`config.mk`:
```
export PLATFORM = sky130hd
export DESIGN_NAME = printhead_temp_calib_correct_flat
export DESIGN_NICKNAME = d
export VERILOG_FILES = /design/src/hdl/ptcc_pkg.sv /design/src/hdl/ptcc_if.sv /design/src/hdl/ptcc_datapath.sv /design/src/hdl/ptcc_ctrl.sv /design/src/hdl/printhead_temp_calib_correct.sv /design/src/flat_wrapper.sv
export VERILOG_INCLUDE_DIRS = /design/src /design/src/hdl
export SDC_FILE = /design/constraint.sdc
export NUM_CORES = 2
export LEC_CHECK = 0
export ABC_AREA = 1
export BUFFER_PORTS_ARGS = -buffer_cell sky130_fd_sc_hd__buf_4
export CORE_ASPECT_RATIO = 1.2
export CORE_UTILIZATION = 45
export CTS_BUF_LIST = sky130_fd_sc_hd__clkbuf_8
export CTS_CLUSTER_DIAMETER = 80
export CTS_CLUSTER_SIZE = 40
export DETAILED_ROUTE_END_ITERATION = 7
export MAX_ROUTING_LAYER = met4
export PLACE_DENSITY_LB_ADDON = 0.15
export SLEW_MARGIN = 10
export SYNTH_ARGS = -nofsm -noshare
export SYNTH_HDL_FRONTEND = slang
export SYNTH_HIERARCHICAL = 1
export SYNTH_SLANG_ARGS = --single-unit
export TNS_END_PERCENT = 30
```
`constraint.sdc`:
```
create_clock -name clock -period 14.4 [get_ports clock]
set_clock_uncertainty 0.05 [all_clocks]
set_input_delay 0.72 -clock clock [delete_from_list [all_inputs] [get_ports clock]]
set_output_delay 0.72 -clock clock [all_outputs]
set_load 0.02 [all_outputs]
```
`src/hdl/printhead_temp_calib_correct_defines.svh`:
```
// ----------------------------------------------------------------------------
// printhead temp calib correct assertion macros
// shared property forms for the correction block checks
// ----------------------------------------------------------------------------
`ifndef PRINTHEAD_TEMP_CALIB_CORRECT_DEFINES_SVH
`define PRINTHEAD_TEMP_CALIB_CORRECT_DEFINES_SVH

// same-cycle implication, sampled on clock, off during reset
`define PTCC_ASSERT_SAME(label, ante, cons, msg) \
   label: assert property (@(posedge clock) disable iff (reset) (ante) |-> (cons)) \
      else $error(msg);

// next-cycle implication, sampled on clock, off during reset
`define PTCC_ASSERT_NEXT(label, ante, cons, msg) \
   label: assert property (@(posedge clock) disable iff (reset) (ante) |=> (cons)) \
      else $error(msg);

`endif

```
`src/hdl/ptcc_pkg.sv`:
```
// ----------------------------------------------------------------------------
// ptcc_pkg
// shared constants, command types and divider tables of the correction block
// ----------------------------------------------------------------------------
`default_nettype none

package ptcc_pkg;

   // field widths
   localparam int unsigned BYTE_W    = 8;
   localparam int unsigned DPI_W     = 9;
   localparam int unsigned CSR_IDX_W = 2;
   localparam int unsigned POS_W     = 14;
   localparam int unsigned REL_W     = 12;
   localparam int unsigned WORD_W    = 16;
   localparam int unsigned ACC_W     = 32;
   localparam int unsigned QUOT_W    = 16;
   localparam int unsigned DIVISOR_W = 20;
   localparam int unsigned RECIP_W   = 26;
   localparam int unsigned DELTA_W   = 4;

   // register indexes
   localparam logic [CSR_IDX_W-1:0] CSR_REF_TEMP = 2'd0;
   localparam logic [CSR_IDX_W-1:0] CSR_CUR_TEMP = 2'd1;
   localparam logic [CSR_IDX_W-1:0] CSR_DPI      = 2'd2;

   // blob layout
   localparam logic [POS_W-1:0] MEAS_BYTES    = 14'd12337;
   localparam int unsigned      GROUP_BYTES   = 2056;
   localparam int unsigned      CHANNEL_BYTES = 514;
   localparam int unsigned      WORD_AREA     = 256;

   // resolutions and temperature window
   localparam logic [DPI_W-1:0] DPI_HIGH   = 9'd360;
   localparam logic [DPI_W-1:0] DPI_MID    = 9'd180;
   localparam logic [DPI_W-1:0] DPI_LOW    = 9'd90;
   localparam logic [DPI_W-1:0] TEMP_LIMIT = 9'd10;

   // correction factors
   localparam logic [5:0]  RATE_CH1   = 6'd50;
   localparam logic [5:0]  RATE_CH2   = 6'd20;
   localparam logic [15:0] FACTOR_CH1 = 16'd50000;
   localparam logic [15:0] FACTOR_CH2 = 16'd20000;
   localparam logic [6:0]  PCT_CH1    = 7'd81;
   localparam logic [6:0]  PCT_OTHER  = 7'd82;
   localparam logic [16:0] ADJ_ROUND  = 17'd64;

   // reciprocal divide: q ~ (a * floor(2^shift / d)) >> shift, one fix-up
   localparam int unsigned RECIP_SHIFT = 32;
   localparam logic [63:0] RECIP_ONE   = 64'd1 << RECIP_SHIFT;
   localparam logic [DIVISOR_W-1:0] DIV_D_TEMP   = 20'd10000;
   localparam logic [DIVISOR_W-1:0] DIV_D_OFFSET = 20'd998400;
   localparam logic [DIVISOR_W-1:0] DIV_D_SCALE  = 20'd100;
   localparam logic [63:0] DIV_K_TEMP_W   = RECIP_ONE / 64'd10000;
   localparam logic [63:0] DIV_K_OFFSET_W = RECIP_ONE / 64'd998400;
   localparam logic [63:0] DIV_K_SCALE_W  = RECIP_ONE / 64'd100;
   localparam logic [RECIP_W-1:0] DIV_K_TEMP   = DIV_K_TEMP_W[RECIP_W-1:0];
   localparam logic [RECIP_W-1:0] DIV_K_OFFSET = DIV_K_OFFSET_W[RECIP_W-1:0];
   localparam logic [RECIP_W-1:0] DIV_K_SCALE  = DIV_K_SCALE_W[RECIP_W-1:0];

   typedef enum logic [3:0] {
      OP_IDLE,
      OP_MUL_RATE,
      OP_MUL_DELTA,
      OP_MUL_FACTOR,
      OP_ABS,
      OP_MUL_PCT,
      OP_RECIP,
      OP_BACK,
      OP_FIX
   } dp_op_type;

   typedef enum logic [1:0] {
      DIV_TEMP,
      DIV_OFFSET,
      DIV_SCALE
   } div_sel_type;

   typedef enum logic [1:0] {
      OUT_ZERO,
      OUT_ONE,
      OUT_HI,
      OUT_LO
   } out_sel_type;

   typedef struct packed {
      logic                take;
      logic                load_le;
      dp_op_type           op;
      div_sel_type         div_sel;
      logic                chan_one;
      logic [DELTA_W-1:0]  delta_mag;
      logic                delta_neg;
      out_sel_type         out_sel;
   } dp_cmd_type;

   function automatic logic [DIVISOR_W-1:0] div_divisor(input div_sel_type sel);
      logic [DIVISOR_W-1:0] d;
      case (sel)
         DIV_TEMP:   d = DIV_D_TEMP;
         DIV_OFFSET: d = DIV_D_OFFSET;
         default:    d = DIV_D_SCALE;
      endcase
      return d;
   endfunction

   function automatic logic [RECIP_W-1:0] div_recip(input div_sel_type sel);
      logic [RECIP_W-1:0] k;
      case (sel)
         DIV_TEMP:   k = DIV_K_TEMP;
         DIV_OFFSET: k = DIV_K_OFFSET;
         default:    k = DIV_K_SCALE;
      endcase
      return k;
   endfunction

endpackage

`default_nettype wire

```
`src/hdl/ptcc_if.sv`:
```
// ----------------------------------------------------------------------------
// ptcc channel interfaces
// valid/ready channels for blob bytes, table bytes and register writes
// ----------------------------------------------------------------------------
`default_nettype none

interface ptcc_req_if;
   import ptcc_pkg::*;
   logic              valid;
   logic              ready;
   logic [BYTE_W-1:0] data_byte;
   logic              frame_start;
   modport source (output valid, output data_byte, output frame_start, input ready);
   modport sink   (input valid, input data_byte, input frame_start, output ready);
endinterface

interface ptcc_rsp_if;
   import ptcc_pkg::*;
   logic              valid;
   logic              ready;
   logic [BYTE_W-1:0] out_byte;
   logic              last_byte;
   logic              status;
   modport source (output valid, output out_byte, output last_byte, output status,
                   input ready);
   modport sink   (input valid, input out_byte, input last_byte, input status,
                   output ready);
endinterface

interface ptcc_csr_if;
   import ptcc_pkg::*;
   logic                 valid;
   logic                 ready;
   logic [CSR_IDX_W-1:0] index;
   logic [DPI_W-1:0]     wdata;
   modport source (output valid, output index, output wdata, input ready);
   modport sink   (input valid, input index, input wdata, output ready);
endinterface

`default_nettype wire

```
`src/hdl/ptcc_datapath.sv`:
```
// ----------------------------------------------------------------------------
// ptcc_datapath
// word assembly, multipliers, reciprocal divider and table byte select
// ----------------------------------------------------------------------------
`default_nettype none

module ptcc_datapath (
   input  logic                         clock,
   input  logic                         reset,
   input  logic [ptcc_pkg::BYTE_W-1:0]  data_byte,
   input  ptcc_pkg::dp_cmd_type         cmd,
   output logic [ptcc_pkg::BYTE_W-1:0]  out_byte
);
   import ptcc_pkg::*;

   logic [BYTE_W-1:0]  hi_ff,   hi_in;
   logic [WORD_W-1:0]  word_ff, word_in;
   logic [ACC_W-1:0]   acc_ff,  acc_in;
   logic               neg_ff,  neg_in;
   logic [QUOT_W-1:0]  qt_ff,   qt_in;
   logic [ACC_W-1:0]   back_ff, back_in;

   logic [5:0]              rate;
   logic [15:0]             factor;
   logic [6:0]              pct;
   logic [DIVISOR_W-1:0]    divisor;
   logic [RECIP_W-1:0]      recip;
   logic [21:0]             rate_prod;
   logic [25:0]             delta_prod;
   logic [32:0]             factor_prod;
   logic [22:0]             pct_prod;
   logic [ACC_W+RECIP_W-1:0] recip_prod;
   logic [QUOT_W+DIVISOR_W-1:0] back_prod;
   logic [ACC_W-1:0]        negated;
   logic [ACC_W-1:0]        remainder;
   logic [QUOT_W-1:0]       quot;
   logic [QUOT_W-1:0]       quot_signed;

   assign rate    = cmd.chan_one ? RATE_CH1   : RATE_CH2;
   assign factor  = cmd.chan_one ? FACTOR_CH1 : FACTOR_CH2;
   assign pct     = cmd.chan_one ? PCT_CH1    : PCT_OTHER;
   assign divisor = div_divisor(cmd.div_sel);
   assign recip   = div_recip(cmd.div_sel);

   assign rate_prod   = 22'(word_ff) * 22'(rate);
   assign delta_prod  = 26'(acc_ff[21:0]) * 26'(cmd.delta_mag);
   assign factor_prod = 33'({1'b0, word_ff} + ADJ_ROUND) * 33'(factor);
   assign pct_prod    = 23'(word_ff) * 23'(pct);
   assign recip_prod  = (ACC_W+RECIP_W)'(acc_ff) * (ACC_W+RECIP_W)'(recip);
   assign back_prod   = (QUOT_W+DIVISOR_W)'(qt_ff) * (QUOT_W+DIVISOR_W)'(divisor);

   // negative of the wrapped product, taken as a signed 32-bit value
   assign negated     = ACC_W'(0) - acc_ff;
   assign remainder   = acc_ff - back_ff;
   assign quot        = qt_ff + QUOT_W'(remainder >= ACC_W'(divisor));
   assign quot_signed = neg_ff ? (QUOT_W'(0) - quot) : quot;

   always_comb begin
      hi_in   = hi_ff;
      word_in = word_ff;
      acc_in  = acc_ff;
      neg_in  = neg_ff;
      qt_in   = qt_ff;
      back_in = back_ff;
      if (cmd.take) begin
         hi_in   = data_byte;
         word_in = cmd.load_le ? {data_byte, hi_ff} : {hi_ff, data_byte};
      end
      unique case (cmd.op)
         OP_IDLE: begin
         end
         OP_MUL_RATE: begin
            acc_in = ACC_W'(rate_prod);
         end
         OP_MUL_DELTA: begin
            acc_in = ACC_W'(delta_prod);
            neg_in = cmd.delta_neg;
         end
         OP_MUL_FACTOR: begin
            acc_in = factor_prod[ACC_W-1:0];
         end
         OP_ABS: begin
            neg_in = negated[ACC_W-1];
            acc_in = negated[ACC_W-1] ? acc_ff : negated;
         end
         OP_MUL_PCT: begin
            acc_in = ACC_W'(pct_prod);
            neg_in = 1'b0;
         end
         OP_RECIP: begin
            qt_in = recip_prod[RECIP_SHIFT +: QUOT_W];
         end
         OP_BACK: begin
            back_in = back_prod[ACC_W-1:0];
         end
         OP_FIX: begin
            case (cmd.div_sel)
               DIV_TEMP:   word_in = word_ff - quot_signed;
               DIV_OFFSET: word_in = word_ff + quot_signed;
               default:    word_in = quot;
            endcase
         end
         default: begin
         end
      endcase
   end

   always_comb begin
      unique case (cmd.out_sel)
         OUT_ZERO: out_byte = '0;
         OUT_ONE:  out_byte = BYTE_W'(1);
         OUT_HI:   out_byte = word_ff[WORD_W-1 -: BYTE_W];
         OUT_LO:   out_byte = word_ff[BYTE_W-1:0];
         default:  out_byte = '0;
      endcase
   end

   always_ff @(posedge clock) begin
      if (reset) begin
         hi_ff <= '0;
      end else begin
         hi_ff <= hi_in;
      end
   end

   always_ff @(posedge clock) begin
      word_ff <= word_in;
      acc_ff  <= acc_in;
      neg_ff  <= neg_in;
      qt_ff   <= qt_in;
      back_ff <= back_in;
   end

endmodule

`default_nettype wire

```
`src/hdl/ptcc_ctrl.sv`:
```
// ----------------------------------------------------------------------------
// ptcc_ctrl
// registers, blob position tracking, byte classification and sequencer
// ----------------------------------------------------------------------------
`default_nettype none

module ptcc_ctrl (
   input  logic                            clock,
   input  logic                            reset,
   input  logic                            req_valid,
   input  logic                            req_frame_start,
   output logic                            req_ready,
   output logic                            rsp_valid,
   input  logic                            rsp_ready,
   output logic                            rsp_last,
   output logic                            rsp_status,
   input  logic                            csr_valid,
   input  logic [ptcc_pkg::CSR_IDX_W-1:0]  csr_index,
   input  logic [ptcc_pkg::DPI_W-1:0]      csr_wdata,
   output logic                            csr_ready,
   output ptcc_pkg::dp_cmd_type            cmd
);
   import ptcc_pkg::*;

   typedef enum logic [10:0] {
      ST_IDLE       = 11'b000_0000_0001,
      ST_MUL_RATE   = 11'b000_0000_0010,
      ST_MUL_DELTA  = 11'b000_0000_0100,
      ST_MUL_FACTOR = 11'b000_0000_1000,
      ST_ABS        = 11'b000_0001_0000,
      ST_MUL_PCT    = 11'b000_0010_0000,
      ST_RECIP      = 11'b000_0100_0000,
      ST_BACK       = 11'b000_1000_0000,
      ST_FIX        = 11'b001_0000_0000,
      ST_OUT_HI     = 11'b010_0000_0000,
      ST_OUT_LO     = 11'b100_0000_0000
   } state_type;

   typedef enum logic [2:0] {
      KIND_NONE,
      KIND_REJECT,
      KIND_HEAD,
      KIND_PASS,
      KIND_SCALE,
      KIND_TEMP,
      KIND_OFFSET
   } kind_type;

   localparam logic [POS_W-1:0] BASE_G0   = POS_W'(1);
   localparam logic [POS_W-1:0] BASE_G1   = POS_W'(1 + GROUP_BYTES);
   localparam logic [POS_W-1:0] BASE_G2   = POS_W'(1 + 2 * GROUP_BYTES);
   localparam logic [POS_W-1:0] GROUP_LEN = POS_W'(GROUP_BYTES);
   localparam logic [REL_W-1:0] REL_LAST  = REL_W'(GROUP_BYTES - 1);
   localparam logic [REL_W-1:0] CH1_START = REL_W'(CHANNEL_BYTES);
   localparam logic [REL_W-1:0] CH2_START = REL_W'(2 * CHANNEL_BYTES);
   localparam logic [REL_W-1:0] CH3_START = REL_W'(3 * CHANNEL_BYTES);
   localparam logic [REL_W-1:0] WORD_END  = REL_W'(WORD_AREA);

   state_type         state_ff,   state_in;
   kind_type          kind_ff,    kind_in;
   div_sel_type       div_sel_ff, div_sel_in;
   logic              last_ff,    last_in;
   logic              chan_one_ff, chan_one_in;
   logic [POS_W-1:0]  pos_ff,     pos_in;
   logic              rejected_ff, rejected_in;
   logic [BYTE_W-1:0] ref_temp_ff, ref_temp_in;
   logic [BYTE_W-1:0] cur_temp_ff, cur_temp_in;
   logic [DPI_W-1:0]  dpi_ff,     dpi_in;

   logic              accept;
   logic [DPI_W-1:0]  delta_raw;
   logic              delta_neg;
   logic [DPI_W-1:0]  delta_abs;
   logic              cfg_ok;
   logic [POS_W-1:0]  pos_eff;
   logic              in_range;
   logic [POS_W-1:0]  base;
   logic [POS_W-1:0]  rel_full;
   logic              in_group;
   logic [REL_W-1:0]  rel;
   logic [REL_W-1:0]  word_idx;
   logic [REL_W-1:0]  off;
   logic              chan_one;
   logic              chan_mid;
   kind_type          item_kind;

   assign req_ready = (state_ff == ST_IDLE);
   assign accept    = req_valid && req_ready;
   assign csr_ready = 1'b1;

   // live temperature and resolution check
   assign delta_raw = {1'b0, cur_temp_ff} - {1'b0, ref_temp_ff};
   assign delta_neg = delta_raw[DPI_W-1];
   assign delta_abs = delta_neg ? (DPI_W'(0) - delta_raw) : delta_raw;
   assign cfg_ok    = (delta_abs <= TEMP_LIMIT)
                   && (dpi_ff == DPI_HIGH || dpi_ff == DPI_MID || dpi_ff == DPI_LOW);

   always_comb begin
      unique case (dpi_ff)
         DPI_HIGH: base = BASE_G0;
         DPI_MID:  base = BASE_G1;
         default:  base = BASE_G2;
      endcase
   end

   assign pos_eff  = req_frame_start ? '0 : pos_ff;
   assign in_range = pos_eff < MEAS_BYTES;
   assign rel_full = pos_eff - base;
   assign in_group = (pos_eff >= base) && (rel_full < GROUP_LEN);
   assign rel      = rel_full[REL_W-1:0];
   assign word_idx = rel - REL_W'(1);
   assign chan_one = (word_idx >= CH1_START) && (word_idx < CH2_START);
   assign chan_mid = (word_idx >= CH1_START) && (word_idx < CH3_START);

   always_comb begin
      if (word_idx < CH1_START) begin
         off = word_idx;
      end else if (word_idx < CH2_START) begin
         off = word_idx - CH1_START;
      end else if (word_idx < CH3_START) begin
         off = word_idx - CH2_START;
      end else begin
         off = word_idx - CH3_START;
      end
   end

   always_comb begin
      item_kind = KIND_NONE;
      if (!in_range) begin
         item_kind = KIND_NONE;
      end else if (pos_eff == '0) begin
         item_kind = cfg_ok ? KIND_NONE : KIND_REJECT;
      end else if (rejected_ff || !cfg_ok || !in_group) begin
         item_kind = KIND_NONE;
      end else if (!rel[0]) begin
         item_kind = (rel == '0) ? KIND_HEAD : KIND_NONE;
      end else if (off < WORD_END) begin
         item_kind = chan_mid ? KIND_TEMP : KIND_SCALE;
      end else if (off == WORD_END && chan_mid) begin
         item_kind = KIND_OFFSET;
      end else begin
         item_kind = KIND_PASS;
      end
   end

   always_comb begin
      ref_temp_in = ref_temp_ff;
      cur_temp_in = cur_temp_ff;
      dpi_in      = dpi_ff;
      if (csr_valid && csr_ready) begin
         unique case (csr_index)
            CSR_REF_TEMP: ref_temp_in = csr_wdata[BYTE_W-1:0];
            CSR_CUR_TEMP: cur_temp_in = csr_wdata[BYTE_W-1:0];
            CSR_DPI:      dpi_in      = csr_wdata;
            default: begin
            end
         endcase
      end
   end

   always_comb begin
      state_in    = state_ff;
      kind_in     = kind_ff;
      div_sel_in  = div_sel_ff;
      last_in     = last_ff;
      chan_one_in = chan_one_ff;
      pos_in      = pos_ff;
      rejected_in = rejected_ff;
      unique case (state_ff)
         ST_IDLE: begin
            if (accept && in_range) begin
               pos_in      = pos_eff + POS_W'(1);
               kind_in     = item_kind;
               last_in     = (rel == REL_LAST);
               chan_one_in = chan_one;
               if (pos_eff == '0) begin
                  rejected_in = !cfg_ok;
               end
               case (item_kind)
                  KIND_REJECT, KIND_HEAD: state_in = ST_OUT_LO;
                  KIND_PASS:   state_in = ST_OUT_HI;
                  KIND_SCALE: begin
                     state_in   = ST_MUL_PCT;
                     div_sel_in = DIV_SCALE;
                  end
                  KIND_TEMP: begin
                     state_in   = ST_MUL_RATE;
                     div_sel_in = DIV_TEMP;
                  end
                  KIND_OFFSET: begin
                     state_in   = ST_MUL_FACTOR;
                     div_sel_in = DIV_OFFSET;
                  end
                  default: state_in = ST_IDLE;
               endcase
            end
         end
         ST_MUL_RATE:   state_in = ST_MUL_DELTA;
         ST_MUL_DELTA:  state_in = ST_RECIP;
         ST_MUL_FACTOR: state_in = ST_ABS;
         ST_ABS:        state_in = ST_RECIP;
         ST_MUL_PCT:    state_in = ST_RECIP;
         ST_RECIP:      state_in = ST_BACK;
         ST_BACK:       state_in = ST_FIX;
         ST_FIX: begin
            // temperature pass is followed by the percent scale
            if (div_sel_ff == DIV_TEMP) begin
               state_in   = ST_MUL_PCT;
               div_sel_in = DIV_SCALE;
            end else begin
               state_in = ST_OUT_HI;
            end
         end
         ST_OUT_HI: begin
            if (rsp_ready) begin
               state_in = ST_OUT_LO;
            end
         end
         ST_OUT_LO: begin
            if (rsp_ready) begin
               state_in = ST_IDLE;
            end
         end
         default: state_in = ST_IDLE;
      endcase
   end

   always_comb begin
      cmd           = '0;
      cmd.take      = accept && in_range;
      cmd.load_le   = (item_kind == KIND_OFFSET);
      cmd.div_sel   = div_sel_ff;
      cmd.chan_one  = chan_one_ff;
      cmd.delta_mag = delta_abs[DELTA_W-1:0];
      cmd.delta_neg = delta_neg;
      cmd.op        = OP_IDLE;
      cmd.out_sel   = OUT_ZERO;
      unique case (state_ff)
         ST_MUL_RATE:   cmd.op = OP_MUL_RATE;
         ST_MUL_DELTA:  cmd.op = OP_MUL_DELTA;
         ST_MUL_FACTOR: cmd.op = OP_MUL_FACTOR;
         ST_ABS:        cmd.op = OP_ABS;
         ST_MUL_PCT:    cmd.op = OP_MUL_PCT;
         ST_RECIP:      cmd.op = OP_RECIP;
         ST_BACK:       cmd.op = OP_BACK;
         ST_FIX:        cmd.op = OP_FIX;
         ST_OUT_HI: begin
            // adjusted word leaves low byte first, and its low byte is masked off
            cmd.out_sel = (kind_ff == KIND_OFFSET) ? OUT_ZERO : OUT_HI;
         end
         ST_OUT_LO: begin
            case (kind_ff)
               KIND_REJECT: cmd.out_sel = OUT_ZERO;
               KIND_HEAD:   cmd.out_sel = OUT_ONE;
               KIND_OFFSET: cmd.out_sel = OUT_HI;
               default:     cmd.out_sel = OUT_LO;
            endcase
         end
         default: cmd.op = OP_IDLE;
      endcase
   end

   assign rsp_valid  = (state_ff == ST_OUT_HI) || (state_ff == ST_OUT_LO);
   assign rsp_status = (state_ff == ST_OUT_LO) && (kind_ff == KIND_REJECT);
   assign rsp_last   = (state_ff == ST_OUT_LO) && ((kind_ff == KIND_REJECT) || last_ff);

   always_ff @(posedge clock) begin
      if (reset) begin
         state_ff    <= ST_IDLE;
         kind_ff     <= KIND_NONE;
         div_sel_ff  <= DIV_SCALE;
         last_ff     <= 1'b0;
         chan_one_ff <= 1'b0;
         pos_ff      <= '0;
         rejected_ff <= 1'b0;
         ref_temp_ff <= '0;
         cur_temp_ff <= '0;
         dpi_ff      <= DPI_HIGH;
      end else begin
         state_ff    <= state_in;
         kind_ff     <= kind_in;
         div_sel_ff  <= div_sel_in;
         last_ff     <= last_in;
         chan_one_ff <= chan_one_in;
         pos_ff      <= pos_in;
         rejected_ff <= rejected_in;
         ref_temp_ff <= ref_temp_in;
         cur_temp_ff <= cur_temp_in;
         dpi_ff      <= dpi_in;
      end
   end

endmodule

`default_nettype wire

```
`src/hdl/printhead_temp_calib_correct.sv`:
```
// ----------------------------------------------------------------------------
// printhead_temp_calib_correct
// Streams a calibration blob in one byte per word and returns the temperature
// corrected table for the selected resolution. The first blob byte is checked
// against the live registers: a bad resolution or a temperature difference
// beyond ten gives a single rejection word (zero byte, last and status set)
// and the rest of that blob gives nothing. Otherwise the table opens with a
// byte of one, followed by the 2056 bytes of the group picked by the
// resolution (360, 180, 90 dpi). Bytes are paired; both table bytes of a pair
// leave after the pair's second byte. The block works on one input word at a
// time, sequenced by one shared reciprocal divider (multiply, back-multiply,
// fix-up) and a small set of registered multipliers. A word that is only
// scaled goes through the divider once, as does the offset-word adjust; a
// word with both the temperature and the percent scale makes two passes
// through the divider. The next input byte is taken only after the table
// bytes of the last one have left. No clearing pass is needed after reset.
// ----------------------------------------------------------------------------
`default_nettype none
`include "printhead_temp_calib_correct_defines.svh"

module printhead_temp_calib_correct (
   input  logic        clock,
   input  logic        reset,
   ptcc_req_if.sink    req_if,
   ptcc_rsp_if.source  rsp_if,
   ptcc_csr_if.sink    csr_if
);
   import ptcc_pkg::*;

   // command word from the sequencer into the datapath
   dp_cmd_type        cmd;
   logic              req_ready;
   logic              rsp_valid;
   logic              rsp_last;
   logic              rsp_status;
   logic              csr_ready;
   logic [BYTE_W-1:0] table_byte;

   // sequencer: registers, position in the blob, byte classes, step order
   ptcc_ctrl u_ctrl (
      .clock           (clock),
      .reset           (reset),
      .req_valid       (req_if.valid),
      .req_frame_start (req_if.frame_start),
      .req_ready       (req_ready),
      .rsp_valid       (rsp_valid),
      .rsp_ready       (rsp_if.ready),
      .rsp_last        (rsp_last),
      .rsp_status      (rsp_status),
      .csr_valid       (csr_if.valid),
      .csr_index       (csr_if.index),
      .csr_wdata       (csr_if.wdata),
      .csr_ready       (csr_ready),
      .cmd             (cmd)
   );

   // datapath: pending high byte, word register, multipliers and divider
   ptcc_datapath u_datapath (
      .clock     (clock),
      .reset     (reset),
      .data_byte (req_if.data_byte),
      .cmd       (cmd),
      .out_byte  (table_byte)
   );

   // channel hookup
   assign req_if.ready     = req_ready;
   assign csr_if.ready     = csr_ready;
   assign rsp_if.valid     = rsp_valid;
   assign rsp_if.out_byte  = table_byte;
   assign rsp_if.last_byte = rsp_last;
   assign rsp_if.status    = rsp_status;

   // one word in flight: input stays closed while a table byte is offered
   `PTCC_ASSERT_SAME(a_rsp_blocks_req, rsp_if.valid, !req_if.ready, "input open while table byte pending")
   // a rejection is always a single closing zero byte
   `PTCC_ASSERT_SAME(a_reject_form, rsp_if.valid && rsp_if.status, rsp_if.last_byte && (rsp_if.out_byte == '0), "malformed rejection word")
   // after the closing byte of a word the input opens again
   `PTCC_ASSERT_NEXT(a_last_frees_input, rsp_if.valid && rsp_if.ready && rsp_if.last_byte, req_if.ready, "input not reopened after closing byte")

endmodule

`default_nettype wire

```
`src/flat_wrapper.sv`:
```
// flat-port wrapper written by rule: the top's interface ports become plain ports
module printhead_temp_calib_correct_flat import ptcc_pkg::*;
  (clock, reset, req_if_valid, req_if_data_byte, req_if_frame_start, req_if_ready, rsp_if_valid, rsp_if_out_byte, rsp_if_last_byte, rsp_if_status, rsp_if_ready, csr_if_valid, csr_if_index, csr_if_wdata, csr_if_ready);
  ptcc_req_if req_if_i ();
  ptcc_rsp_if rsp_if_i ();
  ptcc_csr_if csr_if_i ();
  input  logic clock;
  input  logic reset;
  input wire logic [$bits(req_if_i.valid)-1:0] req_if_valid;
  input wire logic [$bits(req_if_i.data_byte)-1:0] req_if_data_byte;
  input wire logic [$bits(req_if_i.frame_start)-1:0] req_if_frame_start;
  output wire logic [$bits(req_if_i.ready)-1:0] req_if_ready;
  output wire logic [$bits(rsp_if_i.valid)-1:0] rsp_if_valid;
  output wire logic [$bits(rsp_if_i.out_byte)-1:0] rsp_if_out_byte;
  output wire logic [$bits(rsp_if_i.last_byte)-1:0] rsp_if_last_byte;
  output wire logic [$bits(rsp_if_i.status)-1:0] rsp_if_status;
  input wire logic [$bits(rsp_if_i.ready)-1:0] rsp_if_ready;
  input wire logic [$bits(csr_if_i.valid)-1:0] csr_if_valid;
  input wire logic [$bits(csr_if_i.index)-1:0] csr_if_index;
  input wire logic [$bits(csr_if_i.wdata)-1:0] csr_if_wdata;
  output wire logic [$bits(csr_if_i.ready)-1:0] csr_if_ready;
  assign req_if_i.valid = req_if_valid;
  assign req_if_i.data_byte = req_if_data_byte;
  assign req_if_i.frame_start = req_if_frame_start;
  assign req_if_ready = req_if_i.ready;
  assign rsp_if_valid = rsp_if_i.valid;
  assign rsp_if_out_byte = rsp_if_i.out_byte;
  assign rsp_if_last_byte = rsp_if_i.last_byte;
  assign rsp_if_status = rsp_if_i.status;
  assign rsp_if_i.ready = rsp_if_ready;
  assign csr_if_i.valid = csr_if_valid;
  assign csr_if_i.index = csr_if_index;
  assign csr_if_i.wdata = csr_if_wdata;
  assign csr_if_ready = csr_if_i.ready;
  printhead_temp_calib_correct u_core (.clock(clock), .reset(reset), .req_if(req_if_i), .rsp_if(rsp_if_i), .csr_if(csr_if_i));
endmodule
```
After elaboration in Yosys (flattened, before gate mapping)
Index checks and enable logic that the tools add are counted.
{"block": "totals", "inputBits": 25, "out_inout_bits": 13, "register_bits": 163, "wordCells": 171}
{"block": "op_classes", "muxes": 43, "n_reduce_logical": 36, "eq_ne": 45, "magnitude_cmp": 10, "add_sub_neg": 15, "n_mul": 6}
{"cell": "one-hot mux 32 bit (5 select lines)", "count": 1}
{"cell": "one-hot mux 11 bit (9 select lines)", "count": 1}
{"cell": "two-way mux 16 bit", "count": 5}
{"cell": "one-hot mux 11 bit (5 select lines)", "count": 1}
{"cell": "one-hot mux 26 bit (2 select lines)", "count": 1}
{"cell": "multiplier 32 x 26 -> 48 bit", "count": 1}
{"cell": "one-hot mux 20 bit (2 select lines)", "count": 1}
{"cell": "two-way mux 12 bit", "count": 3}
{"cell": "two-way mux 11 bit", "count": 3}
{"cell": ">= comparator 32 x 20 -> 1 bit", "count": 1}
{"cell": "multiplier 16 x 20 -> 32 bit", "count": 1}
{"cell": "multiplier 17 x 16 -> 32 bit", "count": 1}
{"cell": "two-way mux 32 bit", "count": 1}
{"cell": "one-hot mux 16 bit (2 select lines)", "count": 1}
{"cell": "one-hot mux 4 bit (8 select lines)", "count": 1}
{"cell": "one-hot mux 8 bit (4 select lines)", "count": 1}
{"cell": "subtractor 1 x 32 -> 32 bit, first input constant", "count": 1}
{"cell": "subtractor 32 bit", "count": 1}
{"cell": "multiplier 22 x 4 -> 26 bit", "count": 1}
{"cell": "one-hot mux 13 bit (2 select lines)", "count": 1}
{"cell": "< comparator 12 x 11 -> 1 bit, second input constant", "count": 2}
{"cell": "subtractor 12 x 11 -> 12 bit, second input constant", "count": 2}
{"cell": "multiplier 16 x 7 -> 23 bit", "count": 1}
{"cell": "multiplier 16 x 6 -> 22 bit", "count": 1}
{"cell": "70 further kinds", "count": 121}

Longest topological paths before layout
{"block": "depth", "word_depth": 21, "mapped_depth": 55, "depth_no_buf": 55}

Modules after synthesis
Netlist, hierarchy kept.
{"module": "ptcc_datapath", "cells_per_inst": 5588, "n_inst": 1, "area_each_um2": 45932.8}
{"module": "ptcc_ctrl", "cells_per_inst": 842, "n_inst": 1, "area_each_um2": 5380.2}

Worst setup path after synthesis
OpenSTA, ideal clock, no wires.
{"block": "synth_timing", "kind": "reg2reg", "from": "register u_core.u_ctrl.div_sel_ff[1]", "to": "register u_core.u_datapath.qt_ff[14] (data pin)", "n_path_buf": 2, "slack_ns": 7.786, "required_ns": 14.086, "path_stages_with_launch": 27, "period_less_slack_ns": 6.614, "arrival_ns": 6.301, "setup_time_ns": 0.264, "path_cell_list": "dfxtp_1 -> inv_1 -> nand2_1 -> buf_4 -> clkbuf_1 -> nor2_1 -> fa_1 -> inv_1 -> fa_1 -> inv_1 -> fa_1 -> inv_1 -> fa_1 -> fa_1 -> fa_1 -> inv_1 -> fa_1 -> ha_1 -> nand2_1 -> nor2_1 -> inv_1 -> nor2_1 -> and3_1 -> nand4_1 -> nand3_1 -> a31oi_1 -> xor2_1"}
{"block": "synth_between", "elab_chain_len": 3}
{"item": "start, declared", "line_no": "ptcc_ctrl.sv:61", "rtl": "div_sel_type div_sel_ff, div_sel_in;"}
{"item": "start signal, assigned", "line_no": "ptcc_ctrl.sv:282", "rtl": "div_sel_ff <= div_sel_in;"}
{"item": "equality test 2 x 1 -> 1 bit / zero test 2 bit (equally long branches)", "line_no": "ptcc_pkg.sv:109", "rtl": "case (sel)"}
{"item": "one-hot mux 26 bit (2 select lines) (*)", "line_no": "ptcc_pkg.sv:109"}
{"item": "multiplier 32 x 26 -> 48 bit (*)", "line_no": "ptcc_datapath.sv:49", "rtl": "assign recip_prod = (ACC_W+RECIP_W)'(acc_ff) * (ACC_W+RECIP_W)'(recip);"}
{"item": "via u_core.u_datapath.recip_prod[46]", "line_no": "ptcc_datapath.sv:32", "rtl": "logic [ACC_W+RECIP_W-1:0] recip_prod;"}
{"item": "end signal, assigned", "line_no": "ptcc_datapath.sv:130", "rtl": "qt_ff <= qt_in;"}
{"item": "end, declared", "line_no": "ptcc_datapath.sv:20", "rtl": "logic [QUOT_W-1:0] qt_ff, qt_in;"}
The timed path passes the listed nets; every way through them passes the cells marked *.
A chain may end at the register's enable or synchronous reset.

Worst setup path in the final report
{"block": "layout_timing", "from": "register u_core.u_ctrl.div_sel_ff[1]", "to": "register u_core.u_datapath.qt_ff[1] (data pin)"}
The elaborated chain is that of the path after synthesis.

==> flow_summary.yaml <==
status:
  status: "finished, final reports clean"
logic_synthesis:
  ys_types: 74
  netlist.area_leader.share_pct: 31.41
  avgSynthCellArea_sq_um: 7.980
  synth_area_leaders: "fa_1 (31%), ha_1 (19%), inv_1 (12%)"
  muxShareOfSynthArea_pct: 0.05852
  synth_flop_cell: "edfxtp_1"
  async_flop_share_pct: 0
  yosys.area.top_type: "fa_1"
  synthAdderAreaFrac_pct: 50.57
  synth_xor_area_share_pct: 2.826
  synth_top_family_by_area: "adder cells"
  yosysMostFrequentCell: "inv_1"
  synth-seq-cells: 161
  synthTopCellsByCount: "inv_1 (1667), nand2_1 (910), fa_1 (805)"
  synth_compound_area_share_pct: 7.944
  netlist_instances: 6430
  yosysWarnings: 6
  synth-edff-count: 95
  ys_seq_area_share_pct: 8.134
  synthesis.area_sq_um: 51310
  synth-simple-area-share_pct: 17.08
floorplanning:
  die_area_sq_um: 115400
  num_rows: 135
  chipWidth_microns: 310.3
  initial_utilization_pct: 45.41
  dieHeight_microns: 371.9
  io_pins: 38
  core-area_sq_um: 113000
detailed_routing:
  ant_nets: 0
  drc: 0
  routed_via_density: 5.169
  drt_iter0_drc: 2300
  drt_wl_total_microns: 155000
  wire_per_inst_microns: 19.50
  vias: 41090
  drtPass1Iterations: 6
timing:
  slew_violations: 0
  finalHoldViolations: 0
  grt_setup_unrepaired: "false"
  fin_crit_ns: 8.712
  max_freq_mhz: 114.8
  maxSlewHeadroom_pct: 30.78
  timing.setup.tns_ns: 0
  finalSetupViolCount: 0
  timing.final.crit_share_pct: 60.50
  fin_ws_ns: 5.688
  tightest_slew_ns: 1.038
critical_path:
  worst-r2r-setup-slack_ns: 5.69
  crit_path_end: "u_core/u_datapath/qt_ff[1]"
  reg2reg_to: "u_core/u_datapath/qt_ff[1]"
  end_kind: "flip-flop"
  slowest_delay_ns: 0.70
  critPathArrivalTime_ns: 8.97
  startpoint: "u_core/u_ctrl/div_sel_ff[1]"
  crit_required_ns: 14.66
  cp_num_buf_inv: 8
  crit_top_cell: "fa_1"
  critPathTopFamily: "adder cells"
  critPathMaxFanout: 48
  critPathKind: "flip-flop to flip-flop"
  timing.critical_path.slowest_stage_cell: "dfxtp_4"
  setup.worst_path.start_class: "flip-flop"
  path_depth: 25
  reg2reg_from: "u_core/u_ctrl/div_sel_ff[1]"
  reg2reg_depth: 25
placed_design:
  place_hpwl_microns: 135000
  io_buffers: 36
  place_ws_ns: 5.742
  gp_congestion: 0.9658
  dp_cells: 7914
  placed_area_sq_um: 53380
clock_network:
  ctsHoldBuffers: 0
  cts.repair.resized: 0
  htree_levels: 4
  cts-root-buf: "clkbuf_8"
  clock_latency_ns: 0.62
  cts_buffers: 17
  cts_sinks: 161
  clk_path_buf_depth: 2
  cts_tree: "yes"
  clk_pin_slew_ns: 0.12
  postCtsSetupBuffers: 0
global_routing:
  grt_pass1_vias: 43370
  grt_pass1_wl_microns: 243900
  grt_max_degree: 53
  grt-ovfl-total: 0
  grt_usage_pct: 28.79
  antenna_found_initial: 2
finish:
  nNetsFinal: 8042
  fin_area_sq_um: 53810
  fillers: 11410
  multi_input_area_sq_um: 40380
  area_delta_synth_final_pct: 4.862
  final_cells: 7949
  regArea_sq_um: 4179
  drive_gt1_share_pct: 4.737
min_path:
  hp-class: "primary input to flip-flop"
flow_run:
  max-cap-violations: 0
==> per-layer routing <==
layer | track usage (%) | share of wire, % | vias to the layer above
li1 | - | - | 19860
met1 | 34.70 | 43 | 20120
met2 | 50.51 | 50 | 882
met3 | 2.109 | 3.2 | 218
met4 | 9.966 | 3.7 | 0
met5 | - | 0 | -
==> final cells by class <==
cell class	instances	area share, %
inverter	1691	11.81
clock buffer	17	0.4348
tap	1507	3.504
antenna	3	0.01395
multi-input combinational	4477	75.05
sequential	161	7.767
timing repair buffer	78	1.088
clock inverter	15	0.3395
==> through the flow <==
| step | util, % | hold slack, ns |
|---|---|---|
| 2_1_floorplan | - | 0.3831 |
| 3_3_place_gp | 47.24 | 0.3981 |
| 3_5_place_dp | 47.24 | 0.4037 |
| 4_1_cts | 47.61 | 0.1971 |
| 5_1_grt | 47.61 | 0.2444 |
| 6_report | 47.62 | 0.2608 |
==> cells by family after synthesis <==
family / count (synthesis)
flip-flops: 161
AND/OR/NAND/NOR: 1966
buffers and inverters: 1809
XOR/XNOR: 163
multiplexers: 3
other: 3
adder cells (fa/ha/maj): 1591
AO/OA/AOI/OAI: 734
==> how the worst min path moves through the flow <==
stage | cells after the start | to | from | slack [ns]
2_1_floorplan | 2 | u_core/u_ctrl/cur_temp_ff[0] | u_core/u_ctrl/cur_temp_ff[0] | 0.38
3_3_place_gp | 2 | u_core/u_ctrl/ref_temp_ff[4] | u_core/u_ctrl/ref_temp_ff[4] | 0.40
3_5_place_dp | 2 | u_core/u_ctrl/cur_temp_ff[0] | u_core/u_ctrl/cur_temp_ff[0] | 0.40
4_1_cts | 3 | u_core/u_ctrl/dpi_ff[8] | csr_if_wdata[8] | 0.20
5_1_grt | 3 | u_core/u_ctrl/dpi_ff[8] | csr_if_wdata[8] | 0.24
6_report | 3 | u_core/u_ctrl/dpi_ff[8] | csr_if_wdata[8] | 0.26
==> state kept, by name, indices dropped and copies added, names as in the netlist, 2 cells and up <==
register and count:
u_core/u_datapath/word_ff 16, u_core/u_datapath/back_ff 30, u_core/u_ctrl/cur_temp_ff 8, u_core/u_ctrl/state_ff 11, u_core/u_ctrl/kind_ff 3, u_core/u_ctrl/ref_temp_ff 8, u_core/u_datapath/hi_ff 8, u_core/u_ctrl/div_sel_ff 2
u_core/u_ctrl/pos_ff 14, u_core/u_ctrl/dpi_ff 9, u_core/u_datapath/acc_ff 32, u_core/u_datapath/qt_ff 16
==> cell usage in the layout, fill, tap and decap left out, drive strengths merged, types with 13 or more instances in the layout <==
cell    count
inv      1697
o22ai      13
nor2      533
xor2       96
o211ai     20
a31oi      21
o21ai     273
nor4       27
buf        78
nor3       65
or2        30
dfxtp      66
fa        805
xnor2      67
edfxtp     95
clkbuf     17
nand4      80
a211oi     13
conb       20
nand2     977
a21o       19
o21bai     13
a21oi     318
nand3     235
ha        786
==> worst register-to-register path: cells and delay by family, from the launching register on <==
kind	cells	cell delay (ns)
xor gates and xnor gates	1	0.59
adders and majority gates	8	3.91
buffers and inverters	8	1.08
and+or+nand+nor	5	1.46
DFF	1	0.70
AOI/OAI and AO/OA	3	0.62
Power is left out: the tool's default activity adds up to more than one toggle a clock period on the data nets, which glitch-free logic cannot reach.
